`src/depth_of_field_scatter_macros.svh`:
```
// Assertion macros for the depth of field scatter RTL.
`ifndef DEPTH_OF_FIELD_SCATTER_MACROS_SVH
`define DEPTH_OF_FIELD_SCATTER_MACROS_SVH

// The consequent holds in the same cycle as the antecedent.
`define DOF_ASSERT_SAME(lbl, ante, cons) \
    lbl: assert property (@(posedge i_clk) disable iff (!i_rst_n) (ante) |-> (cons)) \
        else $error("assertion failed");

// The consequent holds in the cycle after the antecedent.
`define DOF_ASSERT_NEXT(lbl, ante, cons) \
    lbl: assert property (@(posedge i_clk) disable iff (!i_rst_n) (ante) |=> (cons)) \
        else $error("assertion failed");

`endif

```
`src/dof_pkg.sv`:
```
// Shared types, constants and tables of the depth of field scatter block.
`default_nettype none
package dof_pkg;
    localparam int FRAME_WIDTH  = 256;
    localparam int FRAME_HEIGHT = 256;
    localparam int ADDR_W  = $clog2(FRAME_WIDTH * FRAME_HEIGHT);
    localparam int COORD_W = 14;
    localparam int CNT_W   = 12;
    localparam int QUEUE_DEPTH = 4;
    localparam int QPTR_W = $clog2(QUEUE_DEPTH);

    localparam logic [1:0] OP_SCATTER = 2'd0;
    localparam logic [1:0] OP_READ    = 2'd1;
    localparam logic [1:0] OP_CLEAR   = 2'd2;
    localparam logic [1:0] OP_NONE    = 2'd3;

    localparam logic [2:0] CFG_FOCUS = 3'd0;
    localparam logic [2:0] CFG_LENS  = 3'd1;
    localparam logic [2:0] CFG_GAIN  = 3'd2;
    localparam logic [2:0] CFG_MAXR  = 3'd3;

    typedef struct packed {
        logic [1:0]  op;
        logic [7:0]  x;
        logic [7:0]  y;
        logic [15:0] red;
        logic [15:0] green;
        logic [15:0] blue;
        logic [4:0]  radius;
    } t_cmd;

    typedef logic [CNT_W-1:0] t_cnt_tab [32];

    function automatic t_cnt_tab disc_counts();
        t_cnt_tab tab;
        int n;
        for (int r = 0; r < 32; r++) begin
            n = 0;
            for (int dy = -r; dy <= r; dy++) begin
                for (int dx = -r; dx <= r; dx++) begin
                    if (dx * dx + dy * dy < r * r) begin
                        n++;
                    end
                end
            end
            if (r == 0) begin
                n = 1;
            end
            tab[r] = CNT_W'(n);
        end
        return tab;
    endfunction

    localparam t_cnt_tab DISC_COUNT = disc_counts();
endpackage
`default_nettype wire

```
`src/dof_queue.sv`:
```
// Short command queue between the front end and the accumulation engine.
`default_nettype none
module dof_queue (
    input  wire logic          i_clk,
    input  wire logic          i_rst_n,
    input  wire logic          i_push,
    input  wire dof_pkg::t_cmd i_cmd,
    input  wire logic          i_pop,
    output logic               o_full,
    output logic               o_empty,
    output dof_pkg::t_cmd      o_cmd
);
    import dof_pkg::*;

    t_cmd r_slot [QUEUE_DEPTH];
    logic [QPTR_W-1:0] r_wr, r_rd;
    logic [QPTR_W:0]   r_count;

    assign o_full  = (r_count == (QPTR_W + 1)'(QUEUE_DEPTH));
    assign o_empty = (r_count == '0);
    assign o_cmd   = r_slot[r_rd];

    always_ff @(posedge i_clk) begin
        if (!i_rst_n) begin
            r_wr <= '0;
            r_rd <= '0;
            r_count <= '0;
        end else begin
            if (i_push) begin
                r_slot[r_wr] <= i_cmd;
                r_wr <= r_wr + 1'b1;
            end
            if (i_pop) begin
                r_rd <= r_rd + 1'b1;
            end
            r_count <= r_count + (QPTR_W + 1)'(i_push) - (QPTR_W + 1)'(i_pop);
        end
    end
endmodule
`default_nettype wire

```
`config.mk`:
```
export PLATFORM = sky130hd
export DESIGN_NAME = dof_queue
export DESIGN_NICKNAME = d
export VERILOG_FILES = /design/src/depth_of_field_scatter_macros.svh /design/src/dof_pkg.sv /design/src/dof_queue.sv
export SDC_FILE = /design/constraint.sdc
export NUM_CORES = 1
export LEC_CHECK = 0
export BUFFER_PORTS_ARGS = -buffer_cell sky130_fd_sc_hd__clkbuf_2
export CORE_ASPECT_RATIO = 0.6
export CORE_MARGIN = 2
export CORE_UTILIZATION = 57
export CTS_CLUSTER_SIZE = 28
export DETAILED_ROUTE_END_ITERATION = 8
export PLACE_DENSITY = 0.79
export SETUP_SLACK_MARGIN = 0.05
export SLEW_MARGIN = 20
export SYNTH_ARGS = -nofsm -noshare
export SYNTH_HDL_FRONTEND = slang
export SYNTH_SLANG_ARGS = --single-unit
```
`constraint.sdc`:
```
create_clock -name i_clk -period 3 [get_ports i_clk]
set_clock_uncertainty 0.05 [all_clocks]
set_input_delay 0.45 -clock i_clk [delete_from_list [all_inputs] [get_ports i_clk]]
set_output_delay 0.45 -clock i_clk [all_outputs]
set_load 0.02 [all_outputs]
```
======== After elaboration in Yosys (flattened, before gate mapping) ========
Memory sizes are Yosys's and may differ from the RTL's. A register that Yosys moved wholly into a read port is not among the register bits.
Index checks and enable logic that the tools add are counted.
Widths: inputs -> output; s select.
word-level totals
  register bits ........................... 7
  RAM bits ................................ 284
  input bits .............................. 75
  output and inout bits ................... 73
  word-level logic and storage cells ...... 15
  memories ................................ 1
cells by class
  $add $sub $neg .......................... 4
  equality and inequality tests ........... 1
  muxes and demuxes ....................... 5
  reductions and logical operators ........ 1
memory list
  memory  depth  bits a word  rd ports  clocked after Yosys merged registers in  write ports  line             RTL
  r_slot  4      71           1         1                                        1            dof_queue.sv:15  t_cmd r_slot [QUEUE_DEPTH];
operators with widths
  operator             number
  $add 2x1->2 const B  2
  $mux 2               2
  $add 3x1->3          1
  $eq 3x3->1 const B   1
  $logic_not 3->1      1
  $mux 1               3
  $sub 3x1->3          1

======== Depth between registers and ports, before layout ========
Gate-level depths: netlist of run 1.
  word-level depth ........................ 3
  gate-level depth with buffers ........... 7
  gate-level depth less buffers ........... 7

======== Least setup slack after synthesis of run 1 ========
OpenSTA, ideal clock, no wires.
  kind .................................... register to register
  start point ............................. reg r_wr[0]
  end point ............................... mem r_slot[2][0] in the netlist's numbering (enable)
  library setup time ...................... 437 ps
  data arrival time ....................... 2245 ps
  required time ........................... 2513 ps
  setup slack ............................. 268 ps
  stages on the path, launching flop included .. 4
  buffers on the path ..................... 0
  period minus slack after synthesis ...... 2732 ps
  path through ............................ dfxtp_1 -> inv_1 -> ha_1 -> and3_1
RTL lines
  item                    line             RTL
  from (decl)             dof_queue.sv:16  logic [QPTR_W-1:0] r_wr, r_rd;
  from (signal assigned)  dof_queue.sv:31  r_wr <= r_wr + 1'b1;
  to (decl)               dof_queue.sv:15
Straight into the memory's write port.

==> results of run 1 <==
-- kinds of logic after synthesis --
logic type	synth area share
flip-flops	0.809
multiplexers	0.150
buffers and inverters	0.0201
AND/OR/NAND/NOR	0.00697
adder cells (fa/ha/maj)	0.00883
XOR/XNOR	0.00384
AO/OA/AOI/OAI	0.00139
-- worst register-to-register path: cells and delay by family (launching register included) --
| family | cells | cell delay, ns |
|---|---|---|
| simple gates | 1 | 0.56 |
| buf+inv | 2 | 0.43 |
| flops | 1 | 0.35 |
| fa+ha+maj | 1 | 0.15 |
-- state kept, by name, indices dropped and copies added (netlist names), named ones only --
register,cells
r_slot,284
r_count,3
r_rd,2
r_wr,2
-- path summary, 6_finish.rpt --
path / start / end / slack, ns / cells after the start
hold / removal: i_cmd[52] / r_slot[3][52] / 0.1 / 1
setup / recovery: flop / o_cmd[53] / 0.30 / 3
hold reg to reg: r_rd[1] / flop / 0.50 / 2
setup reg to reg: r_wr[0] / r_slot[0][21] / 1.12 / 4
-- where the power goes --
part           internal (mW)  total, mW  switching, mW  leakage (nW)
Sequential              4.62       4.68         0.0607          2.66
Combinational          0.371      0.848          0.477          1.22
Clock                   1.98       3.31           1.33         0.419
-- metal layers --
| metal | GRT usage | vias to the layer above | wire length, um |
|---|---|---|---|
| met1 | 0.248 | 2449 | 7620 |
| met4 | 0.0385 | 2 | 365 |
| li1 | - | 2114 | - |
| met2 | 0.308 | 182 | 8870 |
| met5 | 0 | - | 13 |
| met3 | 0.0660 | 32 | 1580 |
-- layout by cell type (no fill, tap or decap), types with 2 or more instances in the layout --
| master | Yosys | routed |
|---|---|---|
| dfxtp_4 | 0 | 2 |
| buf_12 | 7 | 8 |
| ha_1 | 6 | 6 |
| xnor2_1 | 2 | 2 |
| clkinv_1 | 0 | 3 |
| clkbuf_8 | 0 | 3 |
| mux4_2 | 70 | 70 |
| clkbuf_16 | 0 | 27 |
| buf_4 | 0 | 2 |
| bufinv_16 | 0 | 3 |
| dfxtp_1 | 9 | 7 |
| clkbuf_2 | 0 | 147 |
| clkbuf_1 | 0 | 8 |
| nor2_1 | 5 | 5 |
| and3_4 | 0 | 4 |
| clkinv_2 | 0 | 2 |
| edfxtp_1 | 284 | 284 |
| inv_1 | 7 | 7 |
| and2_1 | 2 | 2 |
-- through the flow --
stage,utilization,setup slack [ns],hold WS [ns]
6_report,0.693,0.295,0.0977
3_3_place_gp,0.645,0.776,0.463
3_5_place_dp,0.645,0.749,0.485
2_1_floorplan,-,0.268,0.449
4_1_cts,0.693,0.194,0.0749
5_1_grt,0.693,0.137,0.0853
-- cell usage after synthesis (all sizes together) --
cell and instances:
mux4 71, and3 5, xnor2 2, mux2i 1, nand3b 1, and2 2, dfxtp 9, edfxtp 284
ha 6, a21oi 1, nor3 1, buf 16, nor2 5, fa 1, inv 7, a21bo 1
xor3 1
-- final cells by class --
| class | count | area, um2 |
|---|---|---|
| timing repair buffer | 157 | 911 |
| multi-input combinational | 98 | 1860 |
| fill | 1105 | 5630 |
| clock buffer | 38 | 747 |
| clock inverter | 9 | 119 |
| tap | 240 | 300 |
| sequential | 293 | 8720 |
| inverter | 7 | 26.3 |
==> impl_metrics.json, run 1 <==
{
  "status": "complete, no violations",
  "critPathTopFamily": "flip-flops",
  "num_antenna_cells": 0,
  "grt_pass1_vias": 5093,
  "cts-buffers-inserted": 26,
  "leakage_nw": 4.30,
  "synthToLayoutAreaGrowth_pct": 17.8,
  "syn-cell-area_um2": 10800,
  "yosys.area.top_type_share": 0.792,
  "worstPathCellList": "buf_4 -> mux4_2 -> clkbuf_2",
  "dp.cells": 795,
  "drv_slew": 0,
  "syn_nets": 496,
  "cts_tree": "done",
  "holdCritPathClass": "in -> reg",
  "antenna_found_initial": 1,
  "drc": 0,
  "avgSynthCellArea_um2": 26.0,
  "grt_max_degree": 43,
  "ys_warn_count": 0,
  "clock_path_buffers": 3,
  "gp_congestion": 0.720,
  "die-width_um": 181,
  "port_buffers": 147,
  "arrival_ns": 2.20,
  "drv_cap": 0,
  "netlist-cell-type-count": 21,
  "drtAntennaViolNets": 0,
  "rows": 38,
  "cp.buffers_inverters": 2,
  "synth_area_leaders": "edfxtp_1 79%, mux4_2 15%, dfxtp_1 1.7%",
  "worstPathRequired_ns": 2.50,
  "dpl_cell_area_um2": 11800,
  "htreeDepth": 1,
  "dpl.hpwl_mm": 11.4,
  "die_h_um": 110,
  "die_area_um2": 20000,
  "design_area_um2": 12700,
  "grt_pass1_wl_mm": 28.5,
  "p_total_mw": 8.84,
  "first_pass_iters": 4,
  "post_cts_buffers": 0,
  "ir_worst_vdd_mv": 0.473,
  "nets": 665,
  "crit_fanout": 20,
  "drt-total-wl_mm": 18.4,
  "worst_path_max_delay_cell": "dfxtp_4",
  "num_io_pins": 148,
  "fin_crit_ns": 2.70,
  "hold_viol": 0,
  "numClockSinks": 293,
  "slew_headroom": 0.620,
  "wire_per_inst_um": 21.9,
  "grt_overflow_total": 0,
  "crit_path_end_kind": "output pin",
  "clock.fmax_ghz": 0.370,
  "cts_hold_buf": 0,
  "cp_slowest_stage_delay_ns": 0.63,
  "tightest_slew_ns": 0.571,
  "rsz0062_at_grt": "no",
  "ys_seq_elements": 293,
  "path_class": "reg -> out",
  "track_usage": 0.188,
  "ys_seq_area_frac": 0.809,
  "setup_violations": 0,
  "ctsResizeCount": 0,
  "cts-root-buf": "clkbuf_16",
  "clk-insertion-delay-late_ns": 0.52,
  "syn_inst": 414,
  "fin_cells": 842,
  "clk_pin_slew_worst_paths_ns": 0.06,
  "core_um2": 18300,
  "start_util": 0.588,
  "fin_tns_setup_ns": 0,
  "startpoint_type": "flop",
  "routed_via_density": 5.68,
  "fin_crit_sh": 0.902,
  "drt_first_iter_violations": 321,
  "powerDensity_nw_per_um2": 697,
  "num_vias": 4779,
  "yosys.area.top_type": "edfxtp_1",
  "drive_gt1_frac": 0.449
}
(Power assumes the default switching activity.)
==> inputs of run 2 (changes only) <==
PLACE_DENSITY = unset   (was 0.79)
PLACE_DENSITY_LB_ADDON = 0.05   (was unset)
==> run 2 against run 1 <==
Effect of this change: setup slack gained 0.11 ns; combinational power is essentially flat; die area is the same; count of clock-buffer cells in the layout shrank 4; critical path type unchanged.
==> impl_metrics.json, run 2 (synthesis gave the netlist of run 1 again) <==
{
  "htreeDepth": 1,
  "slew_headroom": 0.704,
  "antenna_found_initial": 3,
  "wire_per_inst_um": 22.1,
  "drc": 0,
  "path_class": "reg -> out",
  "synthToLayoutAreaGrowth_pct": 17.3,
  "dp.cells": 798,
  "fin_tns_setup_ns": 0,
  "start_util": 0.588,
  "cts-buffers-inserted": 27,
  "layout_setup_ws_ns": 0.404,
  "cts_tree": "done",
  "p_total_mw": 8.60,
  "dp_slack_ns": 0.908,
  "drv_slew": 0,
  "post_cts_buffers": 0,
  "regMostFlops": "r_slot",
  "core_um2": 18300,
  "largest_reg_flops": 284,
  "powerDensity_nw_per_um2": 681,
  "cts-root-buf": "clkbuf_16",
  "die-width_um": 181,
  "worst_path_max_delay_cell": "mux4_2",
  "fin_crit_sh": 0.865,
  "clock.fmax_ghz": 0.385,
  "cp_slowest_stage_delay_ns": 0.59,
  "rr_startpoint": "r_count[0]",
  "min_path_cells": 1,
  "fillers": 1132,
  "numClockSinks": 293,
  "first_pass_iters": 4,
  "setup_violations": 0,
  "hold_path.startpoint": "i_cmd[39]",
  "rr_worst_depth": 7,
  "fin_util": 0.690,
  "ctsResizeCount": 0,
  "crit_fanout": 33,
  "rsz0062_at_grt": "no",
  "die_h_um": 110,
  "fin_crit_ns": 2.60,
  "drtAntennaViolNets": 0,
  "drt_first_iter_violations": 406,
  "reg_top3": "r_slot (284), r_count (3)",
  "most-common-layout-cells": "284 x edfxtp_1, 147 x clkbuf_2, 70 x mux4_2",
  "nets": 669,
  "cts_hold_buf": 0,
  "startpoint_type": "flop",
  "tightest_slew_ns": 0.444,
  "drive_gt1_frac": 0.447,
  "drt-total-wl_mm": 18.7,
  "clk_pin_slew_worst_paths_ns": 0.06,
  "arrival_ns": 2.10,
  "num_io_pins": 148,
  "gp_congestion": 0.712,
  "holdCritPathClass": "in -> reg",
  "die_area_um2": 20000,
  "clock_path_buffers": 3,
  "num_vias": 4813,
  "ir_worst_vdd_mv": 0.456,
  "grt_pass1_vias": 5107,
  "leakage_nw": 4.28,
  "fin_cells": 848,
  "grt_pass1_wl_mm": 29.1,
  "crit_path_end_kind": "output pin",
  "routed_via_density": 5.68,
  "design_area_um2": 12600,
  "hold_viol": 0,
  "worstPathRequired_ns": 2.50,
  "final_common_cell": "edfxtp_1",
  "rows": 38,
  "status": "complete, no violations",
  "worstPathCellList": "buf_12 -> mux4_2 -> clkbuf_2",
  "drv_cap": 0,
  "grt_max_degree": 44,
  "holdWs_ns": 0.0928,
  "dpl.hpwl_mm": 11.8,
  "track_usage": 0.192,
  "port_buffers": 147,
  "dpl_cell_area_um2": 11800,
  "clk-insertion-delay-late_ns": 0.51,
  "grt_overflow_total": 0
}
[run 2: changes by cell type in the layout (fill, tap and decap cells not counted), sizes merged]
cell,change
buf,+3
clkinvlp,-1
bufinv,-2
inv,+1
diode,+2
clkbuf,-4
clkinv,+7
[run 2: layer usage]
metal  global-route usage  wire length (um)  vias to the layer above  part of all wire
met2                0.295              8650                      144              0.46
met4               0.0369               259                        2             0.014
met3               0.0577              1320                       26             0.070
met5                    0                13                        -           0.00070
met1                0.280              8460                     2519              0.45
li1                     -                 -                     2122                 -
[run 2: cell type report]
type                            count  area (um2)  share of cell area
Sequential cell                   293        8720               0.690
Multi-Input combinational cell     98        1860               0.147
Timing Repair Buffer              160         921              0.0730
Clock buffer                       34         702              0.0556
Tap cell                          240         300              0.0238
Clock inverter                     14        93.8             0.00743
Inverter                            7        26.3             0.00208
Antenna cell                        2        5.00            0.000396
[run 2: path summary, 6_finish.rpt]
kind | end | slack, ns
setup / recovery | o_cmd[54] | 0.40
hold / removal | r_slot[2][39] | 0.09
setup reg to reg | r_count[2] | 1.15
hold reg to reg | flop | 0.49
[run 2: power by group]
group	switching (mW)	total (mW)	internal [mW]
clock network	1.34	3.07	1.74
registers	0.0536	4.67	4.62
logic	0.484	0.851	0.367
[run 2: worst max-delay path, delay by kind of cell, from the launching register on]
kind                   cells  cell delay, ns
buffers and inverters      2            0.49
flip-flops                 1            0.47
multiplexers               1            0.59
