==> src/depth_of_field_scatter_macros.svh <==
// Assertion macros for the depth of field scatter RTL.
`ifndef DEPTH_OF_FIELD_SCATTER_MACROS_SVH
`define DEPTH_OF_FIELD_SCATTER_MACROS_SVH

// The consequent holds in the same cycle as the antecedent.
`define DOF_ASSERT_SAME(lbl, ante, cons) \
    lbl: assert property (@(posedge i_clk) disable iff (!i_rst_n) (ante) |-> (cons)) \
        else $error("assertion failed");

// The consequent holds in the cycle after the antecedent.
`define DOF_ASSERT_NEXT(lbl, ante, cons) \
    lbl: assert property (@(posedge i_clk) disable iff (!i_rst_n) (ante) |=> (cons)) \
        else $error("assertion failed");

`endif

==> src/dof_pkg.sv <==
// Shared types, constants and tables of the depth of field scatter block.
`default_nettype none
package dof_pkg;
    localparam int FRAME_WIDTH  = 256;
    localparam int FRAME_HEIGHT = 256;
    localparam int ADDR_W  = $clog2(FRAME_WIDTH * FRAME_HEIGHT);
    localparam int COORD_W = 14;
    localparam int CNT_W   = 12;
    localparam int QUEUE_DEPTH = 4;
    localparam int QPTR_W = $clog2(QUEUE_DEPTH);

    localparam logic [1:0] OP_SCATTER = 2'd0;
    localparam logic [1:0] OP_READ    = 2'd1;
    localparam logic [1:0] OP_CLEAR   = 2'd2;
    localparam logic [1:0] OP_NONE    = 2'd3;

    localparam logic [2:0] CFG_FOCUS = 3'd0;
    localparam logic [2:0] CFG_LENS  = 3'd1;
    localparam logic [2:0] CFG_GAIN  = 3'd2;
    localparam logic [2:0] CFG_MAXR  = 3'd3;

    typedef struct packed {
        logic [1:0]  op;
        logic [7:0]  x;
        logic [7:0]  y;
        logic [15:0] red;
        logic [15:0] green;
        logic [15:0] blue;
        logic [4:0]  radius;
    } t_cmd;

    typedef logic [CNT_W-1:0] t_cnt_tab [32];

    function automatic t_cnt_tab disc_counts();
        t_cnt_tab tab;
        int n;
        for (int r = 0; r < 32; r++) begin
            n = 0;
            for (int dy = -r; dy <= r; dy++) begin
                for (int dx = -r; dx <= r; dx++) begin
                    if (dx * dx + dy * dy < r * r) begin
                        n++;
                    end
                end
            end
            if (r == 0) begin
                n = 1;
            end
            tab[r] = CNT_W'(n);
        end
        return tab;
    endfunction

    localparam t_cnt_tab DISC_COUNT = disc_counts();
endpackage
`default_nettype wire

==> src/dof_front.sv <==
// Front end: accepts words, computes the blur radius and the per-pixel colour share.
`default_nettype none
module dof_front (
    input  wire logic         i_clk,
    input  wire logic         i_rst_n,
    input  wire logic         i_in_valid,
    output logic              o_in_stall,
    input  wire logic [1:0]   i_opcode,
    input  wire logic [7:0]   i_x_position,
    input  wire logic [7:0]   i_y_position,
    input  wire logic [15:0]  i_red,
    input  wire logic [15:0]  i_green,
    input  wire logic [15:0]  i_blue,
    input  wire logic [15:0]  i_depth,
    input  wire logic         i_cfg_valid,
    input  wire logic [2:0]   i_cfg_index,
    input  wire logic [15:0]  i_cfg_data,
    input  wire logic         i_clearing,
    input  wire logic         i_q_full,
    output logic              o_push,
    output dof_pkg::t_cmd     o_cmd
);
    import dof_pkg::*;

    localparam logic [2:0] F_IDLE  = 3'd0;
    localparam logic [2:0] F_MUL1  = 3'd1;
    localparam logic [2:0] F_MUL2  = 3'd2;
    localparam logic [2:0] F_DIV   = 3'd3;
    localparam logic [2:0] F_CLAMP = 3'd4;
    localparam logic [2:0] F_CDIV  = 3'd5;
    localparam logic [2:0] F_PUSH  = 3'd6;

    logic [2:0]  r_state;
    logic [15:0] r_focus, r_lens;
    logic [7:0]  r_gain;
    logic [4:0]  r_maxr;
    logic [1:0]  r_op;
    logic [7:0]  r_x, r_y;
    logic [15:0] r_col [3];
    logic [15:0] r_depth;
    logic [32:0] r_near;
    logic [31:0] r_fd;
    logic [23:0] r_gdr;
    logic [15:0] r_diff;
    logic [32:0] r_den;
    logic [39:0] r_rem;
    logic [5:0]  r_quo;
    logic        r_ovf;
    logic [2:0]  r_k;
    logic [4:0]  r_rad;
    logic [CNT_W-1:0] r_cnt;
    logic [15:0] r_qr [3];
    logic [CNT_W:0] r_rm [3];
    logic [3:0]  r_step;

    logic [39:0] den_sh;
    logic [4:0]  n_rad;
    logic [CNT_W:0] part [3];

    assign den_sh = {7'b0, r_den} << r_k;
    assign n_rad = (r_ovf || (r_quo > {1'b0, r_maxr})) ? r_maxr : r_quo[4:0];

    always_comb begin
        for (int c = 0; c < 3; c++) begin
            part[c] = {r_rm[c][CNT_W-1:0], r_qr[c][15]};
        end
    end

    assign o_in_stall = (r_state != F_IDLE) || i_clearing;
    assign o_push = (r_state == F_PUSH) && !i_q_full;
    assign o_cmd = '{op: r_op, x: r_x, y: r_y, red: r_qr[0], green: r_qr[1],
                     blue: r_qr[2], radius: r_rad};

    always_ff @(posedge i_clk) begin
        if (!i_rst_n) begin
            r_state <= F_IDLE;
            r_focus <= 16'd1280;
            r_lens  <= 16'd256;
            r_gain  <= 8'd40;
            r_maxr  <= 5'd16;
        end else begin
            if (i_cfg_valid) begin
                case (i_cfg_index)
                    CFG_FOCUS: r_focus <= i_cfg_data;
                    CFG_LENS:  r_lens  <= i_cfg_data;
                    CFG_GAIN:  r_gain  <= i_cfg_data[7:0];
                    CFG_MAXR:  r_maxr  <= i_cfg_data[4:0];
                    default:   ;
                endcase
            end
            case (r_state)
                F_IDLE: begin
                    if (i_in_valid && !i_clearing) begin
                        r_op <= i_opcode;
                        r_x <= i_x_position;
                        r_y <= i_y_position;
                        r_col[0] <= i_red;
                        r_col[1] <= i_green;
                        r_col[2] <= i_blue;
                        r_qr[0] <= i_red;
                        r_qr[1] <= i_green;
                        r_qr[2] <= i_blue;
                        r_rad <= 5'd0;
                        r_depth <= i_depth;
                        if (i_opcode == OP_SCATTER) begin
                            r_state <= F_MUL1;
                        end else if (i_opcode != OP_NONE) begin
                            r_state <= F_PUSH;
                        end
                    end
                end
                F_MUL1: begin
                    r_near <= 33'(r_depth) * 33'({1'b0, r_focus} + {1'b0, r_lens});
                    r_fd   <= 32'(r_focus) * 32'(r_lens);
                    r_gdr  <= 24'(r_gain) * 24'(r_lens);
                    r_diff <= (r_depth > r_focus) ? r_depth - r_focus : r_focus - r_depth;
                    r_den  <= {r_depth, 1'b0} * 33'(r_focus);
                    r_state <= F_MUL2;
                end
                F_MUL2: begin
                    r_quo <= 6'd0;
                    r_k <= 3'd6;
                    r_ovf <= 1'b0;
                    r_rem <= 40'(r_gdr) * 40'(r_diff);
                    if (r_near <= 33'(r_fd)) begin
                        r_state <= F_IDLE;
                    end else if (r_focus == 16'd0) begin
                        r_ovf <= 1'b1;
                        r_state <= F_CLAMP;
                    end else begin
                        r_state <= F_DIV;
                    end
                end
                F_DIV: begin
                    if (r_rem >= den_sh) begin
                        r_rem <= r_rem - den_sh;
                        if (r_k == 3'd6) begin
                            r_ovf <= 1'b1;
                        end else begin
                            r_quo <= r_quo | (6'd1 << r_k);
                        end
                    end
                    r_k <= r_k - 3'd1;
                    if (r_k == 3'd0) begin
                        r_state <= F_CLAMP;
                    end
                end
                F_CLAMP: begin
                    r_rad <= n_rad;
                    r_cnt <= DISC_COUNT[n_rad];
                    for (int c = 0; c < 3; c++) begin
                        r_qr[c] <= r_col[c];
                        r_rm[c] <= '0;
                    end
                    r_step <= 4'd15;
                    r_state <= F_CDIV;
                end
                F_CDIV: begin
                    for (int c = 0; c < 3; c++) begin
                        if (part[c] >= {1'b0, r_cnt}) begin
                            r_rm[c] <= part[c] - {1'b0, r_cnt};
                            r_qr[c] <= {r_qr[c][14:0], 1'b1};
                        end else begin
                            r_rm[c] <= part[c];
                            r_qr[c] <= {r_qr[c][14:0], 1'b0};
                        end
                    end
                    r_step <= r_step - 4'd1;
                    if (r_step == 4'd0) begin
                        r_state <= F_PUSH;
                    end
                end
                F_PUSH: begin
                    if (!i_q_full) begin
                        r_state <= F_IDLE;
                    end
                end
                default: r_state <= F_IDLE;
            endcase
        end
    end
endmodule
`default_nettype wire

==> config.mk <==
export PLATFORM = sky130hd
export DESIGN_NAME = dof_front
export DESIGN_NICKNAME = d
export VERILOG_FILES = /design/src/depth_of_field_scatter_macros.svh /design/src/dof_pkg.sv /design/src/dof_front.sv
export SDC_FILE = /design/constraint.sdc
export NUM_CORES = 2
export LEC_CHECK = 0
export BUFFER_PORTS_ARGS = -buffer_cell sky130_fd_sc_hd__buf_2
export CORE_ASPECT_RATIO = 1.75
export CORE_MARGIN = 3
export CORE_UTILIZATION = 60
export CTS_CLUSTER_DIAMETER = 100
export DETAILED_ROUTE_END_ITERATION = 12
export GPL_TIMING_DRIVEN = 0
export PLACE_DENSITY = 0.77
export SYNTH_ARGS = -nofsm -noshare
export SYNTH_HDL_FRONTEND = slang
export SYNTH_SLANG_ARGS = --single-unit
==> constraint.sdc <==
create_clock -name i_clk -period 17.6 [get_ports i_clk]
set_input_delay 0.88 -clock i_clk [delete_from_list [all_inputs] [get_ports i_clk]]
set_output_delay 0.88 -clock i_clk [all_outputs]
set_load 0.005 [all_outputs]
Word-level counts from Yosys, hierarchy flattened

Memories as Yosys holds them, arrays and structs flattened. A register that Yosys moved wholly into a read port is not among the register bits.
Cells that the tools add are included.

Equality and inequality tests: 19
Add/subtract/negate cells: 9
Muxes and demuxes: 71
Multiply operators: 5
Bitwise operators: 17
$lt $le $gt $ge: 7
Shifts and indexed selects: 2
Reduce and logical (&&, ||, !) cells: 30

Operators by type and width:

| operator           | count |
|---|---|
| $mux 16            | 10 |
| $pmux 40 s2        | 1 |
| $mux 13            | 6 |
| $mul 16x16->32     | 2 |
| $ge 40x40->1       | 1 |
| $mul 24x16->40     | 1 |
| $mux 40            | 1 |
| $shl 33x3->40      | 1 |
| $sub 40x40->40     | 1 |
| $ge 13x12->1       | 3 |
| $sub 13x12->13     | 3 |
| $mux 1             | 35 |
| $le 33x32->1       | 1 |
| $mul 16x17->33     | 1 |
| $sub 16x16->16     | 2 |
| $mul 8x16->24      | 1 |
| $mux 3             | 8 |
| $pmux 3 s7         | 1 |
| $add 16x16->17     | 1 |
| $gt 16x16->1       | 1 |
| $logic_not 16->1   | 1 |
| $ne 2x2->1 const B | 8 |
| $reduce_and 2->1   | 8 |
| $or 1x1->1         | 15 |
| other kinds (28)   | 47 |

Register bits after elaboration: 278
Memory bits (read-only): 384
Word-level logic and storage cells: 184
Input port bits: 107
Memories: 4
Memory bits (writable): 135
Output and inout bits: 73

Memory list:

| memory           | words | bits a word | rd ports | clocked after Yosys merged registers in | write ports | RTL line         | RTL |
|---|---|---|---|---|---|---|---|
| (name not given) | 32    | 12          | 1        | 1                                       | 0           | dof_front.sv:150 | `r_cnt <= DISC_COUNT[n_rad];` |
| r_col            | 3     | 16          | 3        | 0                                       | 3           | dof_front.sv:39  | `logic [15:0] r_col [3];` |
| r_qr             | 3     | 16          | 3        | 0                                       | 3           | dof_front.sv:52  | `logic [15:0] r_qr [3];` |
| r_rm             | 3     | 13          | 3        | 0                                       | 3           | dof_front.sv:53  | `logic [CNT_W:0] r_rm [3];` |

Longest topological paths before layout

Depth after elaboration: 9
Mapped depth: 36
Gate-level depth less buffers: 35

Worst setup path before layout

OpenSTA, ideal clock, no wires.

Path type: input to register
Start point: input i_rst_n
End point: register r_den[10], enable pin
Data arrival time: 10.439 ns
Stages: 3
Setup time: 0.801 ns
Slack: 6.360 ns
Cell sequence: clkbuf_1 > nand2_1 > nor3_1

Cells in the longest elaborated chain, start to end: 1

Ends and longest elaborated chain:

| item                              | RTL line         | RTL |
|---|---|---|
| start: declaration                | dof_front.sv:5   | `input wire logic i_rst_n,` |
| $reduce_and 2->1 (no source line) | -                |  |
| end signal: assignment            | dof_front.sv:117 | `r_den <= {r_depth, 1'b0} * 33'(r_focus);` |
| end: declaration                  | dof_front.sv:45  | `logic [32:0] r_den;` |

No other way between the ends.
A chain may end at the register's enable or synchronous reset.

Worst setup path in the final report

Start point: register r_focus[1]
End point: register r_near[21], data pin

Cells in the longest elaborated chain, start to end: 2

Ends and longest elaborated chain:

| item                     | RTL line         | RTL |
|---|---|---|
| start: declaration       | dof_front.sv:34  | `logic [15:0] r_focus, r_lens;` |
| start signal: assignment | dof_front.sv:84  | `CFG_FOCUS: r_focus <= i_cfg_data;` |
| $add 16x16->17           | dof_front.sv:113 | `r_near <= 33'(r_depth) * 33'({1'b0, r_focus} + {1'b0, r_lens});` |
| $mul 16x17->33           | dof_front.sv:113 |  |
| end signal: assignment   | dof_front.sv:113 |  |
| end: declaration         | dof_front.sv:41  | `logic [32:0] r_near;` |

No other way between the ends.

==> run summary <==
pin count of the biggest net entering global routing - 39
Max Cap Viol - 0
Setup Fix Bufs, Post-CTS - 0
Final ANT Viol Nets - 0
DR vias - 51.85k
outcome - finished, final reports clean
most common cell after layout, fill and taps aside - inv_1
Max Slew Vio Count - 0
Final Cycle Share - 71.37%
YS warnings - 0
first-pass GRT wire length - 327,700 um
crit end category - register
CTS Buf Count - 45
vias per cell - 5.919
Top Ports - 180
hold crit path type - primary input to register
Congestion Overflow GR - 0
port bufs - 178
CP Launch Type - register
pre-CTS setup slack - 5.426 ns
critical path class - register to register
initial antenna violation count - 21
TritonRoute pass-1 iters - 5
Initial Utilization - 60.66%
post-route cell area - 69,860 sq um
Filler Cells Inserted - 9,179
Worst Skew - 0.05576 ns
GPL Wtd Cong - 1.034
Worst Max-Slew Pin Slew - 1.422 ns
Die ar. - 113,200 sq um
main flop type after synthesis - edfxtp_1
sequential element share of the synthesized area - 18.53%
vias in the first global route - 55.98k
Final HPWL DP - 183,800 um
TritonCTS clock tree - built
Fmax achieved - 79.61 MHz
Netlist Area Pre-Place - 65,410 sq um
# resized after CTS - 0
Yosys cell types - 92
Post-Syn Instances - 7,025
Max-slew headroom - 4.517%
ys async rst share - 0%
worst-skew pair later-pin latency - 0.65 ns
Synth Register Bits - 420
# DRC - 0
Net Count, Synth - 8,780
Reg clk slew, reported paths - 0.07 ns
chip height - 442.8 um
Post-CTS Hold Fix Bufs - 0
EDFF count, synth - 371
nets@finish - 9,020
Area after DPL - 68,310 sq um
CP Data Arrival Time - 12.85 ns
synthesis-to-layout area growth - 6.804%
root buffer cell - clkbuf_16
Clock Sinks - 420
Clock Tree Buf Depth - 3
slowest CP cell - xnor2_1
Worst Path Buf+Inv - 6
total track usage - 38.65%
Chip Width - 255.6 um
Required @ worst endpoint - 17.89 ns
layout cells sized above 1 - 5.014%
Final Hold Slack - 0.4120 ns
flip-flop and latch area - 12,120 sq um
Core ar. - 107,800 sq um
drt wl/cell - 24.82 um
routed wire length - 217,400 um
Period minus WS final - 12.56 ns
RSZ-0062 raised after global routing - no
DRT iter0 DRCs - 3,135
# rows - 159
worst-path fanout max - 10
Final Worst Setup Slack - 5.038 ns
Avg Cell Area, Syn - 9.311 sq um
setup_tns - 0 ns
Max H-tree Level - 2
CP dominant cell by count - fa_1
final setup vio count - 0
Final Hold Vio Count - 0
commonest cells after routing, fill and taps aside - inv_1 (1,270), nand2_1 (1,070), fa_1 (989)
Largest stage delay, worst path - 0.98 ns
multi-input logic area - 47,220 sq um
family with the most delay on the worst path - adder cells
worst register-to-register path, delay by kind of cell, from the launching register on:
family	cells	cell delay (ns)
AO/OA/AOI/OAI	11	2.97
XOR/XNOR	2	1.79
adder cells (fa/ha/maj)	8	4.42
buffers and inverters	6	1.76
flip-flops	1	0.57
AND/OR/NAND/NOR	6	0.73
Yosys cell counts (64+ instances only):
cell,n,share of area (%)
inv_1,1271,7.3
nand2_1,1070,6.1
fa_1,989,30
ha_1,659,13
and2_1,384,3.7
edfxtp_1,371,17
clkbuf_1,287,1.6
nor2_1,285,1.6
a21oi_1,240,1.8
o21ai_0,186,1.4
mux2i_1,134,2.1
xnor2_1,130,1.7
a21o_1,108,1.2
xor2_1,83,1.1
nor3_1,64,0.49
state kept, by name, indices dropped and copies added, names as in the netlist, 10 cells and up:
register  count
r_cnt        10
r_col        48
r_den        32
r_depth      16
r_diff       16
r_fd         32
r_focus      16
r_gdr        24
r_lens       16
r_near       33
r_qr         48
r_rem        40
r_rm         36
worst paths after layout:
path | cells past startpoint | to | slack [ns] | from
min | 1 | r_depth[5] | 0.41 | i_depth[5]
max | 33 | r_near[21] | 5.04 | r_focus[1]
min reg2reg | 2 | r_qr[1][13] | 0.55 | r_qr[1][12]
max reg2reg | 33 | r_near[21] | 5.04 | r_focus[1]
metrics by stage:
stage | std cells | util, %
after detailed placement | 8667 | 63.35
final | 8760 | 64.79
after global placement | 8652 | 63.17
after floorplan | 7025 | -
after CTS | 8748 | 64.76
after global routing | 8752 | 64.77
cells by family after synthesis:
| kind of cell | synth area share (%) |
|---|---|
| AND/OR/NAND/NOR | 14.75 |
| adder cells (fa/ha/maj) | 42.88 |
| buffers and inverters | 9.291 |
| AO/OA/AOI/OAI | 8.700 |
| flip-flops | 18.53 |
| XOR/XNOR | 2.852 |
| multiplexers | 2.998 |
routing by layer:
metal	part of all wire (%)	track usage (%)	routed length, um
met2	51	69.24	110700
met4	13	40.23	28520
met3	5.4	5.861	11780
met1	31	36.20	66340
met5	0.032	0	69
area by class of cell:
class | count | area share [%]
multi-input cells | 4998 | 67.59
repair buffers | 193 | 1.555
flip-flops and latches | 420 | 17.35
well taps | 1449 | 2.595
diodes | 12 | 0.04299
plain buffers | 324 | 1.805
clock buffers | 52 | 1.664
clock inverters | 29 | 0.5015
inverters | 1283 | 6.894
Power is left out: the tool's default activity adds up to more than one toggle a clock period on the data nets, which glitch-free logic cannot reach.
